<file path="src/lift_stepper_controller_macros.svh">
// ---------------------------------------------------------------------------
// Lift stepper controller assertion macros
// Shared concurrent assertion forms, clocked on clk, disabled in reset.
// ---------------------------------------------------------------------------
`ifndef LIFT_STEPPER_CONTROLLER_MACROS_SVH
`define LIFT_STEPPER_CONTROLLER_MACROS_SVH

// same-cycle implication
`define LSC_ASSERT_IMP(label, ante, cons, msg) \
  label: assert property (@(posedge clk) disable iff (!rst_n) (ante) |-> (cons)) \
    else $error(msg);

// next-cycle implication
`define LSC_ASSERT_NXT(label, ante, cons, msg) \
  label: assert property (@(posedge clk) disable iff (!rst_n) (ante) |=> (cons)) \
    else $error(msg);

`endif

</file>
<file path="src/lsc_pkg.sv">
// ---------------------------------------------------------------------------
// Lift stepper controller package
// Codes, item and result types, configuration bundle and coil table.
// ---------------------------------------------------------------------------
`timescale 1ns / 1ps

package lsc_pkg;

  localparam logic [1:0] CMD_TICK = 2'd0;
  localparam logic [1:0] CMD_GOTO = 2'd1;
  localparam logic [1:0] CMD_ACK  = 2'd2;

  localparam logic [2:0] MODE_STAND   = 3'd0;
  localparam logic [2:0] MODE_UP      = 3'd1;
  localparam logic [2:0] MODE_DOWN    = 3'd2;
  localparam logic [2:0] MODE_HOME    = 3'd3;
  localparam logic [2:0] MODE_RELEASE = 3'd4;
  localparam logic [2:0] MODE_FAULT   = 3'd5;

  localparam logic [1:0] CFG_STEP_INTERVAL   = 2'd0;
  localparam logic [1:0] CFG_TRAVEL_TIMEOUT  = 2'd1;
  localparam logic [1:0] CFG_RELEASE_TIMEOUT = 2'd2;

  localparam logic [31:0] STEP_INTERVAL_RST   = 32'd2000;
  localparam logic [31:0] TRAVEL_TIMEOUT_RST  = 32'd20000000;
  localparam logic [31:0] RELEASE_TIMEOUT_RST = 32'd5000000;
  localparam logic [31:0] TIMER_MAX           = 32'hFFFF_FFFF;

  localparam logic [1:0] FLOOR_GROUND = 2'd0;
  localparam logic [1:0] FLOOR_FIRST  = 2'd1;
  localparam logic [1:0] FLOOR_SECOND = 2'd2;

  typedef struct packed {
    logic [1:0] command;
    logic [1:0] target_floor;
    logic       reed_ground;
    logic       reed_first;
    logic       reed_second;
    logic       overtravel_top;
  } item_t;

  typedef struct packed {
    logic [3:0] coils;
    logic [2:0] mode;
    logic [1:0] floor_now;
    logic [1:0] floor_goal;
    logic       going_up;
  } result_t;

  typedef struct packed {
    logic [31:0] step_interval;
    logic [31:0] travel_timeout;
    logic [31:0] release_timeout;
  } cfg_t;

  function automatic logic [3:0] coil_of(input logic [1:0] ph);
    logic [3:0] pat;
    case (ph)
      2'd0:    pat = 4'h3;
      2'd1:    pat = 4'h6;
      2'd2:    pat = 4'hC;
      default: pat = 4'h9;
    endcase
    return pat;
  endfunction

endpackage

</file>
<file path="src/lsc_in_if.sv">
// ---------------------------------------------------------------------------
// Lift stepper controller request channel
// Valid/ready channel carrying one command with switch levels.
// ---------------------------------------------------------------------------
`timescale 1ns / 1ps

interface lsc_in_if;
  logic       valid;
  logic       ready;
  logic [1:0] command;
  logic [1:0] target_floor;
  logic       reed_ground;
  logic       reed_first;
  logic       reed_second;
  logic       overtravel_top;

  modport source (
    output valid, command, target_floor, reed_ground, reed_first, reed_second,
           overtravel_top,
    input  ready
  );
  modport sink (
    input  valid, command, target_floor, reed_ground, reed_first, reed_second,
           overtravel_top,
    output ready
  );
endinterface

</file>
<file path="src/lsc_out_if.sv">
// ---------------------------------------------------------------------------
// Lift stepper controller result channel
// Valid/ready channel carrying coil drive and status after each request.
// ---------------------------------------------------------------------------
`timescale 1ns / 1ps

interface lsc_out_if;
  logic       valid;
  logic       ready;
  logic [3:0] coils;
  logic [2:0] mode;
  logic [1:0] floor_now;
  logic [1:0] floor_goal;
  logic       going_up;

  modport source (
    output valid, coils, mode, floor_now, floor_goal, going_up,
    input  ready
  );
  modport sink (
    input  valid, coils, mode, floor_now, floor_goal, going_up,
    output ready
  );
endinterface

</file>
<file path="src/lsc_cfg_if.sv">
// ---------------------------------------------------------------------------
// Lift stepper controller configuration channel
// Valid/ready register write channel: register index and write data.
// ---------------------------------------------------------------------------
`timescale 1ns / 1ps

interface lsc_cfg_if;
  logic        valid;
  logic        ready;
  logic [1:0]  index;
  logic [31:0] data;

  modport source (output valid, index, data, input ready);
  modport sink   (input valid, index, data, output ready);
endinterface

</file>
<file path="src/lsc_cfg_regs.sv">
// ---------------------------------------------------------------------------
// Lift stepper controller configuration registers
// Step interval and the two timeouts, written through the config channel.
// ---------------------------------------------------------------------------
`timescale 1ns / 1ps

module lsc_cfg_regs (
  input  logic          clk,
  input  logic          rst_n,
  lsc_cfg_if.sink       cfg_ch,
  output lsc_pkg::cfg_t cfg
);
  import lsc_pkg::*;

  cfg_t cfg_r;
  cfg_t cfg_nxt;
  logic wr;

  assign cfg_ch.ready = 1'b1;
  assign wr           = cfg_ch.valid & cfg_ch.ready;
  assign cfg          = cfg_r;

  always_comb begin
    cfg_nxt = cfg_r;
    if (wr) begin
      case (cfg_ch.index)
        CFG_STEP_INTERVAL:   cfg_nxt.step_interval   = cfg_ch.data;
        CFG_TRAVEL_TIMEOUT:  cfg_nxt.travel_timeout  = cfg_ch.data;
        CFG_RELEASE_TIMEOUT: cfg_nxt.release_timeout = cfg_ch.data;
        default:             cfg_nxt = cfg_r;
      endcase
    end
  end

  always_ff @(posedge clk) begin
    if (!rst_n) begin
      cfg_r.step_interval   <= STEP_INTERVAL_RST;
      cfg_r.travel_timeout  <= TRAVEL_TIMEOUT_RST;
      cfg_r.release_timeout <= RELEASE_TIMEOUT_RST;
    end else begin
      cfg_r <= cfg_nxt;
    end
  end

endmodule

</file>
<file path="src/lsc_ctrl.sv">
// ---------------------------------------------------------------------------
// Lift stepper controller core
// Mode, floors, step phase, direction and timers; next state per request.
// ---------------------------------------------------------------------------
`timescale 1ns / 1ps
`include "lift_stepper_controller_macros.svh"

module lsc_ctrl (
  input  logic             clk,
  input  logic             rst_n,
  input  logic             fire,
  input  lsc_pkg::item_t   item,
  input  lsc_pkg::cfg_t    cfg,
  output lsc_pkg::result_t res_nxt
);
  import lsc_pkg::*;

  logic [2:0]  mode_r,   mode_nxt;
  logic [1:0]  known_r,  known_nxt;
  logic [1:0]  goal_r,   goal_nxt;
  logic [1:0]  phase_r,  phase_nxt;
  logic        up_r,     up_nxt;
  logic [3:0]  coil_r,   coil_nxt;
  logic [31:0] step_tmr_r, step_tmr_nxt;
  logic [31:0] run_tmr_r,  run_tmr_nxt;

  logic [31:0] step_inc;
  logic [31:0] run_inc;
  logic [1:0]  tracked;
  logic        any_reed;
  logic        step_due;
  logic [1:0]  phase_stp;
  logic        goto_ok;
  logic        goto_up;

  assign step_inc  = (step_tmr_r == TIMER_MAX) ? step_tmr_r : step_tmr_r + 32'd1;
  assign run_inc   = (run_tmr_r == TIMER_MAX) ? run_tmr_r : run_tmr_r + 32'd1;
  assign any_reed  = item.reed_ground | item.reed_first | item.reed_second;
  assign step_due  = step_inc >= cfg.step_interval;
  assign phase_stp = up_r ? phase_r + 2'd1 : phase_r + 2'd3;

  always_comb begin
    if (item.reed_ground)      tracked = FLOOR_GROUND;
    else if (item.reed_first)  tracked = FLOOR_FIRST;
    else if (item.reed_second) tracked = FLOOR_SECOND;
    else                       tracked = known_r;
  end

  assign goto_ok = (item.target_floor != 2'd3) &&
                   (mode_r == MODE_UP || mode_r == MODE_DOWN || mode_r == MODE_STAND) &&
                   !(mode_r == MODE_STAND && item.target_floor == known_r);

  always_comb begin
    if (item.target_floor > known_r)      goto_up = 1'b1;
    else if (item.target_floor < known_r) goto_up = 1'b0;
    else                                  goto_up = (mode_r == MODE_DOWN);
  end

  always_comb begin
    mode_nxt     = mode_r;
    known_nxt    = known_r;
    goal_nxt     = goal_r;
    phase_nxt    = phase_r;
    up_nxt       = up_r;
    coil_nxt     = coil_r;
    step_tmr_nxt = step_tmr_r;
    run_tmr_nxt  = run_tmr_r;
    case (item.command)
      CMD_TICK: begin
        step_tmr_nxt = step_inc;
        run_tmr_nxt  = run_inc;
        case (mode_r)
          MODE_UP, MODE_DOWN, MODE_HOME: begin
            if (item.overtravel_top) begin
              up_nxt       = 1'b0;
              step_tmr_nxt = '0;
              run_tmr_nxt  = '0;
              mode_nxt     = MODE_RELEASE;
            end else if (run_inc > cfg.travel_timeout) begin
              coil_nxt = '0;
              mode_nxt = MODE_FAULT;
            end else if (mode_r == MODE_HOME && any_reed) begin
              known_nxt = tracked;
              coil_nxt  = '0;
              mode_nxt  = MODE_STAND;
            end else if (mode_r != MODE_HOME && tracked == goal_r) begin
              known_nxt = tracked;
              coil_nxt  = '0;
              mode_nxt  = MODE_STAND;
            end else begin
              known_nxt = tracked;
              if (step_due) begin
                step_tmr_nxt = '0;
                phase_nxt    = phase_stp;
                coil_nxt     = coil_of(phase_stp);
              end
            end
          end
          MODE_RELEASE: begin
            if (item.reed_second) begin
              known_nxt = FLOOR_SECOND;
              coil_nxt  = '0;
              mode_nxt  = MODE_STAND;
            end else if (run_inc > cfg.release_timeout) begin
              coil_nxt = '0;
              mode_nxt = MODE_STAND;
            end else if (step_due) begin
              step_tmr_nxt = '0;
              phase_nxt    = phase_stp;
              coil_nxt     = coil_of(phase_stp);
            end
          end
          default: begin
            mode_nxt = mode_r;
          end
        endcase
      end
      CMD_GOTO: begin
        if (goto_ok) begin
          goal_nxt     = item.target_floor;
          run_tmr_nxt  = '0;
          step_tmr_nxt = '0;
          up_nxt       = goto_up;
          mode_nxt     = goto_up ? MODE_UP : MODE_DOWN;
        end
      end
      CMD_ACK: begin
        if (mode_r == MODE_FAULT) begin
          coil_nxt = '0;
          mode_nxt = MODE_STAND;
        end
      end
      default: begin
        mode_nxt = mode_r;
      end
    endcase
  end

  assign res_nxt.coils      = coil_nxt;
  assign res_nxt.mode       = mode_nxt;
  assign res_nxt.floor_now  = known_nxt;
  assign res_nxt.floor_goal = goal_nxt;
  assign res_nxt.going_up   = up_nxt;

  always_ff @(posedge clk) begin
    if (!rst_n) begin
      mode_r     <= MODE_HOME;
      known_r    <= FLOOR_GROUND;
      goal_r     <= FLOOR_GROUND;
      phase_r    <= '0;
      up_r       <= 1'b1;
      coil_r     <= '0;
      step_tmr_r <= '0;
      run_tmr_r  <= '0;
    end else if (fire) begin
      mode_r     <= mode_nxt;
      known_r    <= known_nxt;
      goal_r     <= goal_nxt;
      phase_r    <= phase_nxt;
      up_r       <= up_nxt;
      coil_r     <= coil_nxt;
      step_tmr_r <= step_tmr_nxt;
      run_tmr_r  <= run_tmr_nxt;
    end
  end

  `LSC_ASSERT_IMP(a_coils_off_idle, mode_r == MODE_STAND || mode_r == MODE_FAULT, coil_r == 4'h0, "coils driven while stopped")
  `LSC_ASSERT_IMP(a_coils_match_phase, coil_r != 4'h0, coil_r == coil_of(phase_r), "coil pattern out of step with phase")
  `LSC_ASSERT_NXT(a_fault_sticky, mode_r == MODE_FAULT && !(fire && item.command == CMD_ACK), mode_r == MODE_FAULT, "fault left without acknowledge")
  `LSC_ASSERT_NXT(a_ack_clears, fire && item.command == CMD_ACK && mode_r == MODE_FAULT, mode_r == MODE_STAND, "acknowledge did not clear fault")

endmodule

</file>
<file path="src/lift_stepper_controller.sv">
// ---------------------------------------------------------------------------
// Lift stepper controller
// Three-floor lift control with full-step four-coil stepper drive.
// ---------------------------------------------------------------------------
// Requests arrive on in_ch: a tick with reed and overtravel switch levels,
// a goto-floor request, or a fault acknowledge. Every request yields one
// result on out_ch: coil pattern, mode, known floor, goal floor, direction.
// cfg_ch writes step_interval, travel_timeout and release_timeout; it is
// always ready. The user must see that it is written only while no request
// is in flight; the block itself does not enforce this. The input register
// takes a request when in_ch accepts it, and the result register loads from
// it when out_ch can advance; out_ch.valid is high while a result is held.
// Throughput: one request per cycle while out_ch does not stall; the state
// update is a single pass of compare/increment logic on 32-bit timers.
// When out_ch stalls, the result register holds and the input register
// fills; in_ch.ready drops only when both are occupied.
// Reset (synchronous, rst_n low) loads the default register values and
// starts a homing run upward with the motor off until the first step.
// ---------------------------------------------------------------------------
`timescale 1ns / 1ps

module lift_stepper_controller (
  input  logic      clk,
  input  logic      rst_n,
  lsc_in_if.sink    in_ch,
  lsc_out_if.source out_ch,
  lsc_cfg_if.sink   cfg_ch
);
  import lsc_pkg::*;

  cfg_t    cfg;
  item_t   item_r;
  logic    in_valid_r;
  result_t res_nxt;
  result_t res_r;
  logic    out_valid_r;
  logic    advance;
  logic    fire;
  logic    take;

  assign advance     = !out_valid_r || out_ch.ready;
  assign fire        = in_valid_r && advance;
  assign in_ch.ready = !in_valid_r || advance;
  assign take        = in_ch.valid && in_ch.ready;

  lsc_cfg_regs u_cfg (
    .clk    (clk),
    .rst_n  (rst_n),
    .cfg_ch (cfg_ch),
    .cfg    (cfg)
  );

  lsc_ctrl u_ctrl (
    .clk     (clk),
    .rst_n   (rst_n),
    .fire    (fire),
    .item    (item_r),
    .cfg     (cfg),
    .res_nxt (res_nxt)
  );

  always_ff @(posedge clk) begin
    if (!rst_n) begin
      in_valid_r  <= 1'b0;
      out_valid_r <= 1'b0;
    end else begin
      if (in_ch.ready) begin
        in_valid_r <= in_ch.valid;
      end
      if (advance) begin
        out_valid_r <= in_valid_r;
      end
    end
  end

  always_ff @(posedge clk) begin
    if (take) begin
      item_r.command        <= in_ch.command;
      item_r.target_floor   <= in_ch.target_floor;
      item_r.reed_ground    <= in_ch.reed_ground;
      item_r.reed_first     <= in_ch.reed_first;
      item_r.reed_second    <= in_ch.reed_second;
      item_r.overtravel_top <= in_ch.overtravel_top;
    end
    if (fire) begin
      res_r <= res_nxt;
    end
  end

  assign out_ch.valid      = out_valid_r;
  assign out_ch.coils      = res_r.coils;
  assign out_ch.mode       = res_r.mode;
  assign out_ch.floor_now  = res_r.floor_now;
  assign out_ch.floor_goal = res_r.floor_goal;
  assign out_ch.going_up   = res_r.going_up;

endmodule
</file>
<file path="src/flat_wrapper.sv">
// flat-port wrapper written by rule: the top's interface ports become plain ports
module lift_stepper_controller_flat import lsc_pkg::*;
  (clk, rst_n, in_ch_valid, in_ch_command, in_ch_target_floor, in_ch_reed_ground, in_ch_reed_first, in_ch_reed_second, in_ch_overtravel_top, in_ch_ready, out_ch_valid, out_ch_coils, out_ch_mode, out_ch_floor_now, out_ch_floor_goal, out_ch_going_up, out_ch_ready, cfg_ch_valid, cfg_ch_index, cfg_ch_data, cfg_ch_ready);
  lsc_in_if in_ch_i ();
  lsc_out_if out_ch_i ();
  lsc_cfg_if cfg_ch_i ();
  input  logic clk;
  input  logic rst_n;
  input wire logic [$bits(in_ch_i.valid)-1:0] in_ch_valid;
  input wire logic [$bits(in_ch_i.command)-1:0] in_ch_command;
  input wire logic [$bits(in_ch_i.target_floor)-1:0] in_ch_target_floor;
  input wire logic [$bits(in_ch_i.reed_ground)-1:0] in_ch_reed_ground;
  input wire logic [$bits(in_ch_i.reed_first)-1:0] in_ch_reed_first;
  input wire logic [$bits(in_ch_i.reed_second)-1:0] in_ch_reed_second;
  input wire logic [$bits(in_ch_i.overtravel_top)-1:0] in_ch_overtravel_top;
  output wire logic [$bits(in_ch_i.ready)-1:0] in_ch_ready;
  output wire logic [$bits(out_ch_i.valid)-1:0] out_ch_valid;
  output wire logic [$bits(out_ch_i.coils)-1:0] out_ch_coils;
  output wire logic [$bits(out_ch_i.mode)-1:0] out_ch_mode;
  output wire logic [$bits(out_ch_i.floor_now)-1:0] out_ch_floor_now;
  output wire logic [$bits(out_ch_i.floor_goal)-1:0] out_ch_floor_goal;
  output wire logic [$bits(out_ch_i.going_up)-1:0] out_ch_going_up;
  input wire logic [$bits(out_ch_i.ready)-1:0] out_ch_ready;
  input wire logic [$bits(cfg_ch_i.valid)-1:0] cfg_ch_valid;
  input wire logic [$bits(cfg_ch_i.index)-1:0] cfg_ch_index;
  input wire logic [$bits(cfg_ch_i.data)-1:0] cfg_ch_data;
  output wire logic [$bits(cfg_ch_i.ready)-1:0] cfg_ch_ready;
  assign in_ch_i.valid = in_ch_valid;
  assign in_ch_i.command = in_ch_command;
  assign in_ch_i.target_floor = in_ch_target_floor;
  assign in_ch_i.reed_ground = in_ch_reed_ground;
  assign in_ch_i.reed_first = in_ch_reed_first;
  assign in_ch_i.reed_second = in_ch_reed_second;
  assign in_ch_i.overtravel_top = in_ch_overtravel_top;
  assign in_ch_ready = in_ch_i.ready;
  assign out_ch_valid = out_ch_i.valid;
  assign out_ch_coils = out_ch_i.coils;
  assign out_ch_mode = out_ch_i.mode;
  assign out_ch_floor_now = out_ch_i.floor_now;
  assign out_ch_floor_goal = out_ch_i.floor_goal;
  assign out_ch_going_up = out_ch_i.going_up;
  assign out_ch_i.ready = out_ch_ready;
  assign cfg_ch_i.valid = cfg_ch_valid;
  assign cfg_ch_i.index = cfg_ch_index;
  assign cfg_ch_i.data = cfg_ch_data;
  assign cfg_ch_ready = cfg_ch_i.ready;
  lift_stepper_controller u_core (.clk(clk), .rst_n(rst_n), .in_ch(in_ch_i), .out_ch(out_ch_i), .cfg_ch(cfg_ch_i));
endmodule
</file>
<file path="config.mk">
export PLATFORM = sky130hd
export DESIGN_NAME = lift_stepper_controller_flat
export DESIGN_NICKNAME = d
export VERILOG_FILES = /design/src/lsc_pkg.sv /design/src/lsc_in_if.sv /design/src/lsc_out_if.sv /design/src/lsc_cfg_if.sv /design/src/lsc_cfg_regs.sv /design/src/lsc_ctrl.sv /design/src/lift_stepper_controller.sv /design/src/flat_wrapper.sv
export VERILOG_INCLUDE_DIRS = /design/src /design/src/src
export SDC_FILE = /design/constraint.sdc
export NUM_CORES = 1
export LEC_CHECK = 0
export BUFFER_PORTS_ARGS = -buffer_cell sky130_fd_sc_hd__buf_2
export CAP_MARGIN = 30
export CORE_MARGIN = 8
export CORE_UTILIZATION = 45
export CTS_CLUSTER_SIZE = 25
export DETAILED_ROUTE_END_ITERATION = 10
export PLACE_DENSITY_LB_ADDON = 0.25
export SYNTH_ARGS = -nofsm -noshare
export SYNTH_HDL_FRONTEND = slang
export SYNTH_HIERARCHICAL = 1
export SYNTH_SLANG_ARGS = --single-unit
</file>
<file path="constraint.sdc">
create_clock -name clk -period 6.2 [get_ports clk]
set_input_delay 0.31 -clock clk [delete_from_list [all_inputs] [get_ports clk]]
set_output_delay 0.31 -clock clk [all_outputs]
set_load 0.01 [all_outputs]
</file>
# ---- Yosys cells after proc, flatten, opt, wreduce, memory -nomap -nowiden
# Cells that the tools add are included.
# W data, S select, Z words.
dict set report totals {
  reg_bits 196
  output_inout_bits 15
  elab_cells 146
}
dict set report op_classes {
  add_sub_neg 4
  mux 61
  bitwise_logic 2
  n_eq_ne 24
  n_lt_le_gt_ge 5
  n_reduce_logical 26
}
# operator n
set ops {}
lappend ops {{$mux W32} 12}
lappend ops {{$pmux W32 S2} 3}
lappend ops {{$add A32 B1 Y32 const B} 2}
lappend ops {{$eq A32 B32 Y1 const B} 2}
lappend ops {{$gt A32 B32 Y1} 2}
lappend ops {{$mux W2} 17}
lappend ops {{$ge A32 B32 Y1} 1}
lappend ops {{$mux W4} 8}
lappend ops {{$mux W3} 8}
lappend ops {{$ne A2 B2 Y1 const B} 8}
lappend ops {{$pmux W4 S2} 2}
lappend ops {{$pmux W4 S3} 1}
lappend ops {{$pmux W3 S3} 1}
lappend ops {{$reduce_and A9 Y1} 1}
lappend ops {{$pmux W2 S2} 2}
lappend ops {{$logic_and A1 B1 Y1} 7}
lappend ops {{$eq A2 B1 Y1 const B} 3}
lappend ops {{$eq A2 B2 Y1 const B} 3}
lappend ops {{$eq A3 B2 Y1 const B} 2}
lappend ops {{$eq A3 B3 Y1 const B} 2}
lappend ops {{$logic_not A2 Y1} 3}
lappend ops {{$pmux W3 S2} 1}
lappend ops {{$reduce_and A2 Y1} 3}
lappend ops {{$mux W1} 5}
lappend ops {{15 further kinds} 23}

# ---- Depth between registers and ports, before layout
# Gate-level depths: netlist of the first run.
dict set report logic_depth {
  word_depth 11
  mapped_depth 19
  ltp_nobuf 17
}

# ---- Hierarchy
# Netlist of the first run, hierarchy kept.
# module n_inst seq_area_each_um2 area_per_inst_um2 cells_each
set modules_own_cells {}
lappend modules_own_cells {lsc_ctrl 1 1561.5 7467.2 1002}
lappend modules_own_cells {lsc_cfg_regs 1 1921.8 3749.8 372}
lappend modules_own_cells {lift_stepper_controller 1 640.6 704.4 29}

# ---- Worst setup path after synthesis of the first run
# Ideal clock, no wire load.
dict set report synth_timing {
  path_type {register to register}
  start {reg u_core.u_ctrl.run_tmr_r[3]}
  end {reg u_core.u_ctrl.step_tmr_r[11]}
  path_buffers 2
  path_stages_with_launch 18
  period_less_slack_ns 4.555
  arrival_time_ns 4.437
  setup_ns 0.117
  required_ns 6.083
  slack_ns 1.645
  path_cell_list {dfxtp_1 clkbuf_1 and4_1 nand4_1 or2_2 nor3b_1 and3_1 nand3_1 xnor2_1 ha_1 nand4_1 nor4_1 a31oi_1 a22o_1 a222oi_1 buf_4 inv_2 a32o_1}
}
dict set report synth_between {
  elab_chain_cells 7
  word_cells_on_any_way 11
  cone_classes {add/sub (1); order compare (2); eq/ne (1); mux (7)}
}
# element line
set synth_rtl {}
lappend synth_rtl {{start, declared} lsc_ctrl.sv:25} ;# logic [31:0] run_tmr_r, run_tmr_nxt;
lappend synth_rtl {{start signal, assigned} lsc_ctrl.sv:163} ;# run_tmr_r <= run_tmr_nxt;
lappend synth_rtl {{$add A32 B1 Y32 / $eq A32 B32 Y1 (equally long branches)} lsc_ctrl.sv:37} ;# assign run_inc = (run_tmr_r == TIMER_MAX) ? run_tmr_r : run_tmr_r + 32'd1;
lappend synth_rtl {{$mux W32 *} lsc_ctrl.sv:37}
lappend synth_rtl {{$gt A32 B32 Y1, on equally long branches} {lsc_ctrl.sv:104, lsc_ctrl.sv:79}}
lappend synth_rtl {{$mux W32, on equally long branches} {lsc_ctrl.sv:104, lsc_ctrl.sv:79}}
lappend synth_rtl {{$mux W32, on equally long branches} {lsc_ctrl.sv:100, lsc_ctrl.sv:74}}
lappend synth_rtl {{$pmux W32 S2 *} lsc_ctrl.sv:72} ;# case (mode_r)
lappend synth_rtl {{$pmux W32 S2 *} lsc_ctrl.sv:68} ;# case (item.command)
lappend synth_rtl {{end signal, assigned} lsc_ctrl.sv:162} ;# step_tmr_r <= step_tmr_nxt;
lappend synth_rtl {{end, declared} lsc_ctrl.sv:24} ;# logic [31:0] step_tmr_r, step_tmr_nxt;
# Every way passes the cells marked *; elsewhere a longest branch is shown, timed or not.
# A chain may end at the register's enable or synchronous reset.

# ---- Worst setup path in the final report of the first run
dict set report layout_timing {
  start {reg u_core.u_ctrl.run_tmr_r[0]}
  end {reg u_core.u_ctrl.step_tmr_r[18]}
}
# Same word-level chain as after synthesis.

==> parameters.txt, run 1 <==
Parameter                              Value

STA
  Setup repair after global routing missed its margin    no
  Slew HR    about two fifths
  Worst hold margin    45.0 ps
  Final setup fails    0
  Setup Total Neg Slack    0 ps
  Maximum achievable frequency    about 0.18 GHz
  Number of pins with negative max-slew slack in the final report    0
  Number of failing hold endpoints at the final stage    0
  Actual transition at the worst max-transition pin    just over 900 ps
  Ratio of final minimum period to clock period    roughly nine tenths
  Worst Clk Skew    slightly above 20 ps
  Final critical-path required period    roughly 5500 ps

CTS
  Num CTS Buffers    17
  Buffer type at the clock tree root    sky130_fd_sc_hd__clkbuf_16
  Level count of the clock H-tree    4
  PostCTS Resize Cnt    0
  # clock sinks    just under 200
  Postcts setup bufs    0
  Number of buffers inserted by hold repair at cts    0
  Clock latency of the later-clocked register in the worst-skew pair    ~440 ps
  Clock tree from TritonCTS    done
  Maximum root-to-sink buffer count    2
  Clock edge transition at the registers on the reported setup and hold paths    ~80 ps

Synthesis
  Number of enable flip-flop cells after synthesis    20
  Combined area of all synthesized cells    about 0.012 sq mm
  Total of flip-flops plus latches after synthesis    slightly below 200
  Gate count after technology mapping    between 1000 and 1500
  Count of distinct cell types in the synthesized netlist    77
  Yosys warning total    6
  Total nets after synthesis    around 1600
  Top flip-flop cell by instance count after synthesis    sky130_fd_sc_hd__dfxtp_1
  Synthesized area divided by synthesized cell count    ~8.5 sq um
  Fraction of registers with async set/reset    0%
  Post-synthesis sequential area ratio    34.6%

Detailed routing
  # DRC    0
  DRT antenna net count    0
  Avg WL per Cell    around 17 um
  First drt pass iteration count    5
  First DRT Iteration DRCs    650
  Via Count    between 9000 and 10000
  Total routed wirelength    about 30000 um
  Routed via count divided by cell count    between 5 and 6

Floorplanning
  Number of placement rows    between 50 and 60
  Boundary Pins    62
  Initial standard-cell utilization of the core    between 40% and 50%
  Floorplan die width    ~180 um
  Die outline height    about 180 um
  Area inside the core boundary    ~0.026 sq mm
  Total Die Area    0.0320 sq mm

Pwr
  PwrDens    roughly 210 mW/mm^2
  Worst ir drop on vdd    0.156 mV
  Leakage    5.72 nW
  Overall Power    approximately 2.7 mW

Global routing
  Maximum number of pins on one net before global-route repair    between 90 and 100
  Tot GR Track Use    roughly a fifth
  Sum of overflow across all layers after global routing    0
  Number of antenna violations at the first check in global routing    0
  Vias in the first global route    approximately 9600
  Met3 routing resource usage after global routing    between 3 and 4%
  Global-route wire length before repair    49000 um
  Met2 global-route usage    a little under a third
  Met1 Usage GRT    roughly a quarter
  Top Usage Layer GRT    met2

Setup path
  Reg2reg start    u_core/u_ctrl/run_tmr_r[0]
  Worst endpoint data arrival time    around 5800 ps
  Reg-to-reg slack, setup    around 740 ps
  Critical R2R Capture    u_core/u_ctrl/step_tmr_r[18]
  Category of the worst setup path capture point    flop
  Startpoint type of the worst setup path    flop
  Type of the worst setup path    reg -> reg
  Critical-path maximum fanout    20
  Required time worst endpoint    ~6500 ps
  FF-to-FF path depth    20

Finish
  Commonest non-fill, non-tap cell in the layout    sky130_fd_sc_hd__nand2_1
  Number of nets at the end of the flow    1574
  Area added between synthesis and finish    8.99%
  Share of layout cells above drive strength 1    about 8.3%
  Commonest cells after routing, fill and taps aside    sky130_fd_sc_hd__nand2_1, sky130_fd_sc_hd__dfxtp_1, sky130_fd_sc_hd__inv_1
  Number of fill cells in the layout    ~2500
  Area of combinational cells with multiple inputs    roughly 0.0070 sq mm
  FF+latch area    between 0.004 and 0.005 sq mm
  Final antenna diode count    0

Placement
  Quantity of I/O buffers inserted on ports    60
  Gpl congestion    about 0.9
  Detailed-placement wirelength estimate    22300 um

Status
  Outcome    finished clean

Worst hold path
  Hold/Removal Path Class    in -> reg
  Hold Crit Endpoint    u_core/item_r[3]
  Number of stages on the worst hold path    1
  Min-Delay Startpoint    in_ch_reed_ground

Flow run
  Max-cap viol count    0
## stage by stage
step	instance area (sq um)	cells	setup WS, ps	util, %
floorplan	11900	1403	1650	-
global placement	12400	1742	1010	47.5
detailed placement	12400	1742	822	47.5
CTS	13000	1774	771	49.8
global route	13000	1775	284	49.9
finish	13000	1775	741	49.9
## layer usage
layer  part of all wire [%]  routed length [um]
met2                     47               14100
met4                    1.1                 344
met1                     48               14400
met5                      0                   0
met3                    3.8                1130
## report_power, final
part	internal [mW]	total (mW)	leakage (nW)	switching [mW]
clock network	0.601	1.12	0.279	0.523
logic	0.0873	0.241	3.82	0.153
registers	1.31	1.34	1.62	0.0235
## how the worst max path moves through the flow
stage / start / to / slack (ps)
after CTS: u_core/u_ctrl/run_tmr_r[0] / u_core/u_ctrl/step_tmr_r[10] / 770
after detailed placement: u_core/u_ctrl/run_tmr_r[0] / u_core/u_ctrl/step_tmr_r[10] / 820
after floorplan: u_core/u_ctrl/run_tmr_r[3] / u_core/u_ctrl/step_tmr_r[11] / 1650
after global routing: u_core/u_ctrl/run_tmr_r[0] / u_core/u_ctrl/step_tmr_r[17] / 280
after global placement: u_core/u_ctrl/run_tmr_r[0] / u_core/u_ctrl/step_tmr_r[19] / 1010
final: u_core/u_ctrl/run_tmr_r[0] / u_core/u_ctrl/step_tmr_r[18] / 740
## synthesized netlist by cell type (8+ instances only)
master,instances,area [sq um]
sky130_fd_sc_hd__a32o_1,11,110
sky130_fd_sc_hd__nand2_1,201,754
sky130_fd_sc_hd__mux2i_1,88,881
sky130_fd_sc_hd__a22o_1,19,166
sky130_fd_sc_hd__o31ai_1,18,135
sky130_fd_sc_hd__o21ai_0,43,215
sky130_fd_sc_hd__buf_4,8,60.1
sky130_fd_sc_hd__ha_1,100,1250
sky130_fd_sc_hd__nand4_1,27,169
sky130_fd_sc_hd__nor3_1,22,110
sky130_fd_sc_hd__a31oi_1,9,56.3
sky130_fd_sc_hd__dfxtp_1,176,3520
sky130_fd_sc_hd__o21a_1,8,60.1
sky130_fd_sc_hd__clkbuf_1,41,154
sky130_fd_sc_hd__and4_1,16,140
sky130_fd_sc_hd__nor2b_1,26,163
sky130_fd_sc_hd__a21oi_1,60,300
sky130_fd_sc_hd__and3_1,13,81.3
sky130_fd_sc_hd__xor2_1,22,193
sky130_fd_sc_hd__nor2_1,70,263
sky130_fd_sc_hd__a21o_1,22,165
sky130_fd_sc_hd__buf_2,12,60.1
sky130_fd_sc_hd__nor4_1,17,106
sky130_fd_sc_hd__o211ai_1,15,113
sky130_fd_sc_hd__nand4b_1,9,78.8
sky130_fd_sc_hd__nand3_1,42,210
sky130_fd_sc_hd__edfxtp_1,20,601
sky130_fd_sc_hd__xnor2_1,43,377
sky130_fd_sc_hd__inv_1,126,473
## flip-flops by register name, indices dropped and copies added, names as in the netlist, 3 cells and up
name	flops
u_core/out_ch.coils	4
u_core/item_r	8
u_core/u_ctrl/step_tmr_r	32
u_core/u_ctrl/run_tmr_r	32
u_core/u_ctrl/coil_r	4
u_core/u_ctrl/mode_r	3
u_core/u_cfg/cfg	96
u_core/out_ch.mode	3
## logic make-up (layout without fill, tap and decap cells)
kind of cell / Yosys count / count (layout) / synth area share (%)
compound gates: 267 / 267 / 15.2
xor+xnor: 65 / 65 / 4.78
other cells: 1 / 1 / 0.0315
buf+inv: 198 / 235 / 7.15
simple gates: 486 / 486 / 20.1
flops: 196 / 196 / 34.6
mux: 90 / 90 / 7.58
fa+ha+maj: 100 / 100 / 10.5
## critical path: stages (launching register included)
cell                       delay, ps
sky130_fd_sc_hd__dfxtp_1         430
sky130_fd_sc_hd__ha_1            250
sky130_fd_sc_hd__and2_1          140
sky130_fd_sc_hd__nand4_1         110
sky130_fd_sc_hd__nor4_1          520
sky130_fd_sc_hd__buf_4           260
sky130_fd_sc_hd__or2_2           170
sky130_fd_sc_hd__nor2_1           70
sky130_fd_sc_hd__and4_1          240
sky130_fd_sc_hd__xor2_1          300
sky130_fd_sc_hd__ha_1            330
sky130_fd_sc_hd__a21o_1          180
sky130_fd_sc_hd__a221o_1         320
sky130_fd_sc_hd__a221oi_1        310
sky130_fd_sc_hd__nor2b_1         290
sky130_fd_sc_hd__o221ai_1        170
sky130_fd_sc_hd__a222oi_1        350
sky130_fd_sc_hd__buf_4           280
sky130_fd_sc_hd__buf_4           290
sky130_fd_sc_hd__o31ai_1         120
sky130_fd_sc_hd__a22o_1          220
## area by class of cell
type / instances / area share [%]
clock buffers: 18 / 3.30
clock inverters: 14 / 1.17
inverters: 128 / 3.70
multi-input cells: 1009 / 53.5
flip-flops and latches: 196 / 31.7
well taps: 335 / 3.23
repair buffers: 75 / 3.33
No activity file was read; power rests on OpenSTA's default activity.
==> run 2: changes to the inputs <==
- clock period: 6.2 -> 5.3 ns (I/O delays scaled with it)
==> parameters.txt, run 2 (synthesized netlist as in run 1, its figures left out) <==
Parameter                              Value

Status
  Outcome    finished clean

Global routing
  Number of antenna violations at the first check in global routing    1 (+1)
  Sum of overflow across all layers after global routing    0 (unchanged)
  Tot GR Track Use    18.8% (-0.13 points)
  Global-route wire length before repair    48800 um (-0.37%)
  Met2 global-route usage    30.0% (-1.1 points)
  Top Usage Layer GRT    met2
  Vias in the first global route    9537 (-0.45%)
  Met3 routing resource usage after global routing    2.46% (-0.74 points)
  Maximum number of pins on one net before global-route repair    148 (+61%)
  Met1 Usage GRT    26.2% (+0.66 points)

Setup path
  Critical R2R Capture    u_core/u_ctrl/step_tmr_r[13]
  Reg-to-reg slack, setup    310 ps (-430 ps)
  CP bufs+invs    4 (+1)
  Required time worst endpoint    5630 ps (-910 ps)
  Cell at the slowest stage of the critical path    sky130_fd_sc_hd__a222oi_1
  Category of the worst setup path capture point    flop
  Worst endpoint data arrival time    5320 ps (-480 ps)
  FF-to-FF path depth    19 (-5.0%)
  Critical-path maximum fanout    12 (-40%)
  Gate family responsible for the most delay along the worst path    compound AO/OA/AOI/OAI gates
  Startpoint type of the worst setup path    flop
  Type of the worst setup path    reg -> reg
  Slowest stage delay, CP    470 ps (-50 ps)
  Critical path cell sequence    ha_1, and2_1, nand4_1, nor4_2, buf_4, nor2_1, and2_1, xor2_1, ha_1, a21oi_1, o21ai_0, a211o_1, a311o_1, a22o_1, a222oi_1, buf_4, clkbuf_4, inv_2, a32o_1
  Reg2reg start    u_core/u_ctrl/run_tmr_r[0]

Worst hold path
  Hold/Removal Path Class    in -> reg
  Min-Delay Startpoint    in_ch_target_floor[0]
  Hold Crit Endpoint    u_core/item_r[4]
  Number of stages on the worst hold path    1 (unchanged)

STA
  Setup Total Neg Slack    0 ps (unchanged)
  Actual transition at the worst max-transition pin    945 ps (+24.1 ps)
  Number of pins with negative max-slew slack in the final report    0 (unchanged)
  Final setup fails    0 (unchanged)
  Worst hold margin    16.9 ps (-28.1 ps)
  Ratio of final minimum period to clock period    94.1% (+6.0 points)
  Maximum achievable frequency    0.201 GHz (+9.5%)
  Worst Clk Skew    15.1 ps (-5.43 ps)
  Setup repair after global routing missed its margin    no
  Number of failing hold endpoints at the final stage    0 (unchanged)
  Slew HR    36.5% (-1.9 points)
  Final critical-path required period    4990 ps (-472 ps)

Pwr
  Leakage    5.88 nW (+2.9%)
  Worst ir drop on vdd    0.144 mV (-7.5%)
  Switching Fraction    24.6% (-1.3 points)
  PwrDens    244 mW/mm^2 (+18%)
  Sequential share of power    48.0% (-1.5 points)
  Net switching power of the design    0.800 mW (+14%)
  Overall Power    3.25 mW (+21%)
  Portion of total power attributed to combinational logic    9.1% (+0.2 points)
  Part of the total power dissipated in the clock network    42.9% (+1.3 points)
  Internal Pwr Total    2.45 mW (+23%)

Floorplanning
  Die outline height    179 um (unchanged)
  Floorplan die width    179 um (unchanged)
  Initial standard-cell utilization of the core    45.7% (unchanged)
  Number of placement rows    59 (unchanged)
  Total Die Area    0.0320 sq mm (unchanged)
  Area inside the core boundary    0.0261 sq mm (unchanged)
  Boundary Pins    62 (unchanged)

Detailed routing
  First DRT Iteration DRCs    651 (+0.15%)
  Avg WL per Cell    16.9 um (+0.14%)
  First drt pass iteration count    7 (+2)
  DRT antenna net count    0 (unchanged)
  Routed via count divided by cell count    5.56 (-0.88%)
  Total routed wirelength    30300 um (+1.3%)
  # DRC    0 (unchanged)
  Via Count    9989 (+0.29%)

Placement
  Gpl congestion    0.853 (-4.9%)
  Standard cell area after detailed placement    0.0125 sq mm (+1.1%)
  Quantity of I/O buffers inserted on ports    60 (unchanged)
  Detailed-placement wirelength estimate    22300 um (+0.15%)

Finish
  Flip-flop count of the largest register, all copies and words added    96 (unchanged)
  Final non-filler cell area    0.0133 sq mm (+2.5%)
  Commonest cells after routing, fill and taps aside    sky130_fd_sc_hd__nand2_1, sky130_fd_sc_hd__dfxtp_1, sky130_fd_sc_hd__inv_1
  Commonest non-fill, non-tap cell in the layout    sky130_fd_sc_hd__nand2_1
  Area added between synthesis and finish    11.7%
  Share of layout cells above drive strength 1    9.66% (+1.3 points)
  Number of nets at the end of the flow    1594 (+1.3%)

CTS
  Clock edge transition at the registers on the reported setup and hold paths    70 ps (about the same)
  Clock latency of the later-clocked register in the worst-skew pair    430 ps (about the same)
  # clock sinks    196 (unchanged)
  Clock tree from TritonCTS    done
  Maximum root-to-sink buffer count    2 (unchanged)
  Num CTS Buffers    17 (unchanged)
  Level count of the clock H-tree    4 (unchanged)
  Buffer type at the clock tree root    sky130_fd_sc_hd__clkbuf_16

Flow run
  Max-cap viol count    0 (unchanged)
## run 2: changes by cell type in the layout (fill, tap and decap cells not counted), moves of 3 or more
cell | before | now
sky130_fd_sc_hd__xnor2_1 | 43 | 40
sky130_fd_sc_hd__clkbuf_1 | 1 | 4
sky130_fd_sc_hd__xnor2_2 | 0 | 3
sky130_fd_sc_hd__buf_4 | 15 | 24
sky130_fd_sc_hd__dlygate4sd3_1 | 0 | 6
## run 2: cell type report
class	instances	area, sq um
antenna	1	2.50
timing repair buffer	95	639
multi-input combinational	1009	7020
inverter	128	480
clock inverter	9	139
clock buffer	23	490
fill	2417	12700
sequential	196	4130
tap	335	419
## run 2: through the flow
stage | cells | util [%] | setup WS (ps)
after detailed placement | 1754 | 48.0 | 241
after global placement | 1752 | 47.9 | 318
final | 1796 | 51.1 | 313
after global routing | 1795 | 51.1 | 39.3
after floorplan | 1403 | - | 745
after CTS | 1790 | 50.6 | 203
## run 2: how the worst max path moves through the flow
stage / slack, ps / start / endpoint / cells after the start
floorplan: 750 / u_core/u_ctrl/run_tmr_r[3] / u_core/u_ctrl/step_tmr_r[11] / 17
global placement: 320 / u_core/u_ctrl/run_tmr_r[3] / u_core/u_ctrl/step_tmr_r[19] / 16
detailed placement: 240 / u_core/u_ctrl/run_tmr_r[3] / u_core/u_ctrl/step_tmr_r[18] / 16
CTS: 200 / u_core/u_ctrl/run_tmr_r[3] / u_core/u_ctrl/step_tmr_r[18] / 16
global route: 40 / u_core/u_ctrl/run_tmr_r[8] / u_core/u_ctrl/step_tmr_r[17] / 17
finish: 310 / u_core/u_ctrl/run_tmr_r[0] / u_core/u_ctrl/step_tmr_r[13] / 19
## run 2: repair_timing
| item | in CTS | in global routing |
|---|---|---|
| hold buffers | 4 | 2 |
| hold endpoints to repair | 4 | 2 |
| gates resized for setup | 0 | 14 |
| buffers inserted | 0 | 2 |
| setup endpoints to repair | 0 | 33 |
## run 2: power by group through the flow
stage	sequential (mW)	clock (mW)	combinational [mW]
2_1_floorplan	1.59	0	0.200
3_3_place_gp	1.59	0	0.276
3_5_place_dp	1.60	0	0.280
4_1_cts	1.56	1.42	0.284
5_1_grt	1.57	1.48	0.329
6_report	1.56	1.40	0.297
## run 2: layer usage
layer | up-vias | part of all wire, %
met3 | 31 | 4.0
met4 | 0 | 1.5
met1 | 4714 | 49
met2 | 203 | 45
li1 | 5041 | -
met5 | - | 0
==> run 3: changes to the inputs <==
- CTS_BUF_LIST: not set -> sky130_fd_sc_hd__clkbuf_8
==> parameters.txt, run 3 (synthesized netlist as in run 1, its figures left out) <==
Parameter                              Value

Status
  Outcome    finished clean

Finish
  Area added between synthesis and finish    10.4%
  Commonest non-fill, non-tap cell in the layout    sky130_fd_sc_hd__nand2_1
  Flip-flop count of the largest register, all copies and words added    96 (unchanged)
  Final antenna diode count    0 (-1)
  Number of nets at the end of the flow    1596 (+0.13%)
  Share of layout cells above drive strength 1    9.78% (+0.12 points)
  Commonest cells after routing, fill and taps aside    sky130_fd_sc_hd__nand2_1, sky130_fd_sc_hd__dfxtp_1, sky130_fd_sc_hd__inv_1
  Final Non-Filler Cells    1797 (+0.056%)

STA
  Setup Total Neg Slack    0 ps (unchanged)
  Setup repair after global routing missed its margin    no
  Final critical-path required period    4980 ps (-5.29 ps)
  Actual transition at the worst max-transition pin    1050 ps (+106 ps)
  Ratio of final minimum period to clock period    94.0% (-0.10 points)
  Number of failing hold endpoints at the final stage    0 (unchanged)
  Maximum achievable frequency    0.201 GHz (+0.11%)
  Final setup fails    0 (unchanged)
  Final critical-path setup slack    318 ps (+5.29 ps)
  Worst Clk Skew    18.0 ps (+2.96 ps)
  Number of pins with negative max-slew slack in the final report    0 (unchanged)
  Slew HR    29.4% (-7.1 points)

Floorplanning
  Number of placement rows    59 (unchanged)
  Initial standard-cell utilization of the core    45.7% (unchanged)
  Die outline height    179 um (unchanged)
  Total Die Area    0.0320 sq mm (unchanged)
  Boundary Pins    62 (unchanged)
  Area inside the core boundary    0.0261 sq mm (unchanged)
  Floorplan die width    179 um (unchanged)

Detailed routing
  Via Count    10100 (+1.1%)
  Routed via count divided by cell count    5.62 (+1.1%)
  DRT antenna net count    0 (unchanged)
  Avg WL per Cell    17.0 um (+0.41%)
  Total routed wirelength    30500 um (+0.46%)
  # DRC    0 (unchanged)
  First drt pass iteration count    5 (-2)
  First DRT Iteration DRCs    620 (-4.8%)

CTS
  Clock edge transition at the registers on the reported setup and hold paths    100 ps (+30 ps)
  Num CTS Buffers    17 (unchanged)
  Buffer type at the clock tree root    sky130_fd_sc_hd__clkbuf_8
  Clock latency of the later-clocked register in the worst-skew pair    470 ps (+40 ps)
  Clock tree from TritonCTS    done
  # clock sinks    196 (unchanged)
  Level count of the clock H-tree    4 (unchanged)
  Maximum root-to-sink buffer count    2 (unchanged)

Setup path
  Slowest stage delay, CP    490 ps (+20 ps)
  Reg-to-reg slack, setup    320 ps (about the same)
  Required time worst endpoint    5670 ps (+40 ps)
  Startpoint type of the worst setup path    flop
  Type of the worst setup path    reg -> reg
  Category of the worst setup path capture point    flop
  Cell at the slowest stage of the critical path    sky130_fd_sc_hd__a222oi_1
  Critical-path maximum fanout    12 (unchanged)
  Worst endpoint data arrival time    5350 ps (+30 ps)
  Critical path cell sequence    ha_1, and2_1, nand4_1, nor4_2, buf_4, nor2_1, and2_1, xor2_1, ha_1, a21oi_1, o21ai_0, a211o_1, a311o_1, a22o_1, a222oi_1, buf_4, clkbuf_4, inv_2, a32o_1

Worst hold path
  Hold/Removal Path Class    in -> reg

Flow run
  Max-cap viol count    0 (unchanged)

Placement
  Quantity of I/O buffers inserted on ports    60 (unchanged)
  DP Worst Slack    241 ps (unchanged)
  Inst Count DP    1754 (unchanged)
  Gpl congestion    0.853 (unchanged)
  Detailed-placement wirelength estimate    22300 um (unchanged)

Pwr
  Worst ir drop on vdd    0.124 mV (-14%)
  Leakage    5.83 nW (-0.85%)
  PwrDens    226 mW/mm^2 (-7.7%)

Global routing
  Vias in the first global route    9522 (-0.16%)
  Maximum number of pins on one net before global-route repair    148 (unchanged)
  Number of antenna violations at the first check in global routing    1 (unchanged)
  Global-route wire length before repair    48800 um (unchanged)
  Sum of overflow across all layers after global routing    0 (unchanged)
  Tot GR Track Use    18.8% (about the same)
run 3: cell types whose count changed in the layout (fill, tap and decap cells not counted):
cell	previous run	this run
sky130_fd_sc_hd__inv_1	126	130
sky130_fd_sc_hd__clkbuf_16	19	0
sky130_fd_sc_hd__dlygate4sd3_1	6	8
sky130_fd_sc_hd__clkbuf_8	1	18
sky130_fd_sc_hd__xnor2_1	40	39
sky130_fd_sc_hd__clkbuf_1	4	0
sky130_fd_sc_hd__diode_2	1	0
sky130_fd_sc_hd__bufinv_16	3	5
sky130_fd_sc_hd__xor2_2	0	1
sky130_fd_sc_hd__xor2_1	22	21
sky130_fd_sc_hd__xnor2_2	3	4
run 3: critical path, delay by kind of cell, from the launching register on:
family / cells / cell delay, ps
flops: 1 / 430
fa+ha+maj: 2 / 530
simple gates: 5 / 980
compound gates: 7 / 1920
xor+xnor: 1 / 260
buf+inv: 4 / 770
run 3: layout make-up:
type	instances	area, sq um
fillers	2445	12900
multi-input cells	1009	7030
flip-flops and latches	196	4130
repair buffers	97	659
inverters	128	480
well taps	335	419
clock buffers	17	234
clock inverters	15	214
run 3: metrics by stage:
stage	area, sq um	power (mW)	hold slack [ps]	util, %
finish	13200	2.97	54.6	50.5
detailed placement	12500	1.88	443	48.0
floorplan	11900	1.79	364	-
global route	13200	3.09	26.6	50.5
global placement	12500	1.87	442	47.9
CTS	13000	2.98	20.5	50.1
run 3: path summary, 6_finish.rpt:
path	from	endpoint	cells after the start
worst min-delay path	in_ch_valid	u_core/in_valid_r	3
worst max-delay path	u_core/u_ctrl/run_tmr_r[0]	u_core/u_ctrl/step_tmr_r[13]	19
worst max register to register	u_core/u_ctrl/run_tmr_r[0]	u_core/u_ctrl/step_tmr_r[13]	19
worst min register to register	u_core/u_cfg/cfg[17]	u_core/u_cfg/cfg[17]	2
run 3: metal layers:
layer	GRT usage, %	routed length [um]	vias up	part of all wire, %
li1	-	-	5038	-
met1	26.1	14200	4751	47
met2	30.3	14000	270	46
met3	2.72	1800	39	5.9
met4	4.44	459	2	1.5
met5	0	13	-	0.043
run 3: what timing repair did:
action,in CTS,in global routing
hold buffers,8,0
gates resized for setup,0,16
hold endpoints to repair,8,0
endpoints found under the setup margin,0,35
setup buffers,0,2
run 3: power by group:
part           total (mW)  internal, mW  switching (mW)  leakage, nW
Combinational       0.299         0.114           0.185         3.98
Clock                1.11         0.560           0.549        0.234
Sequential           1.56          1.53          0.0273         1.62
Total                2.97          2.21           0.762         5.83
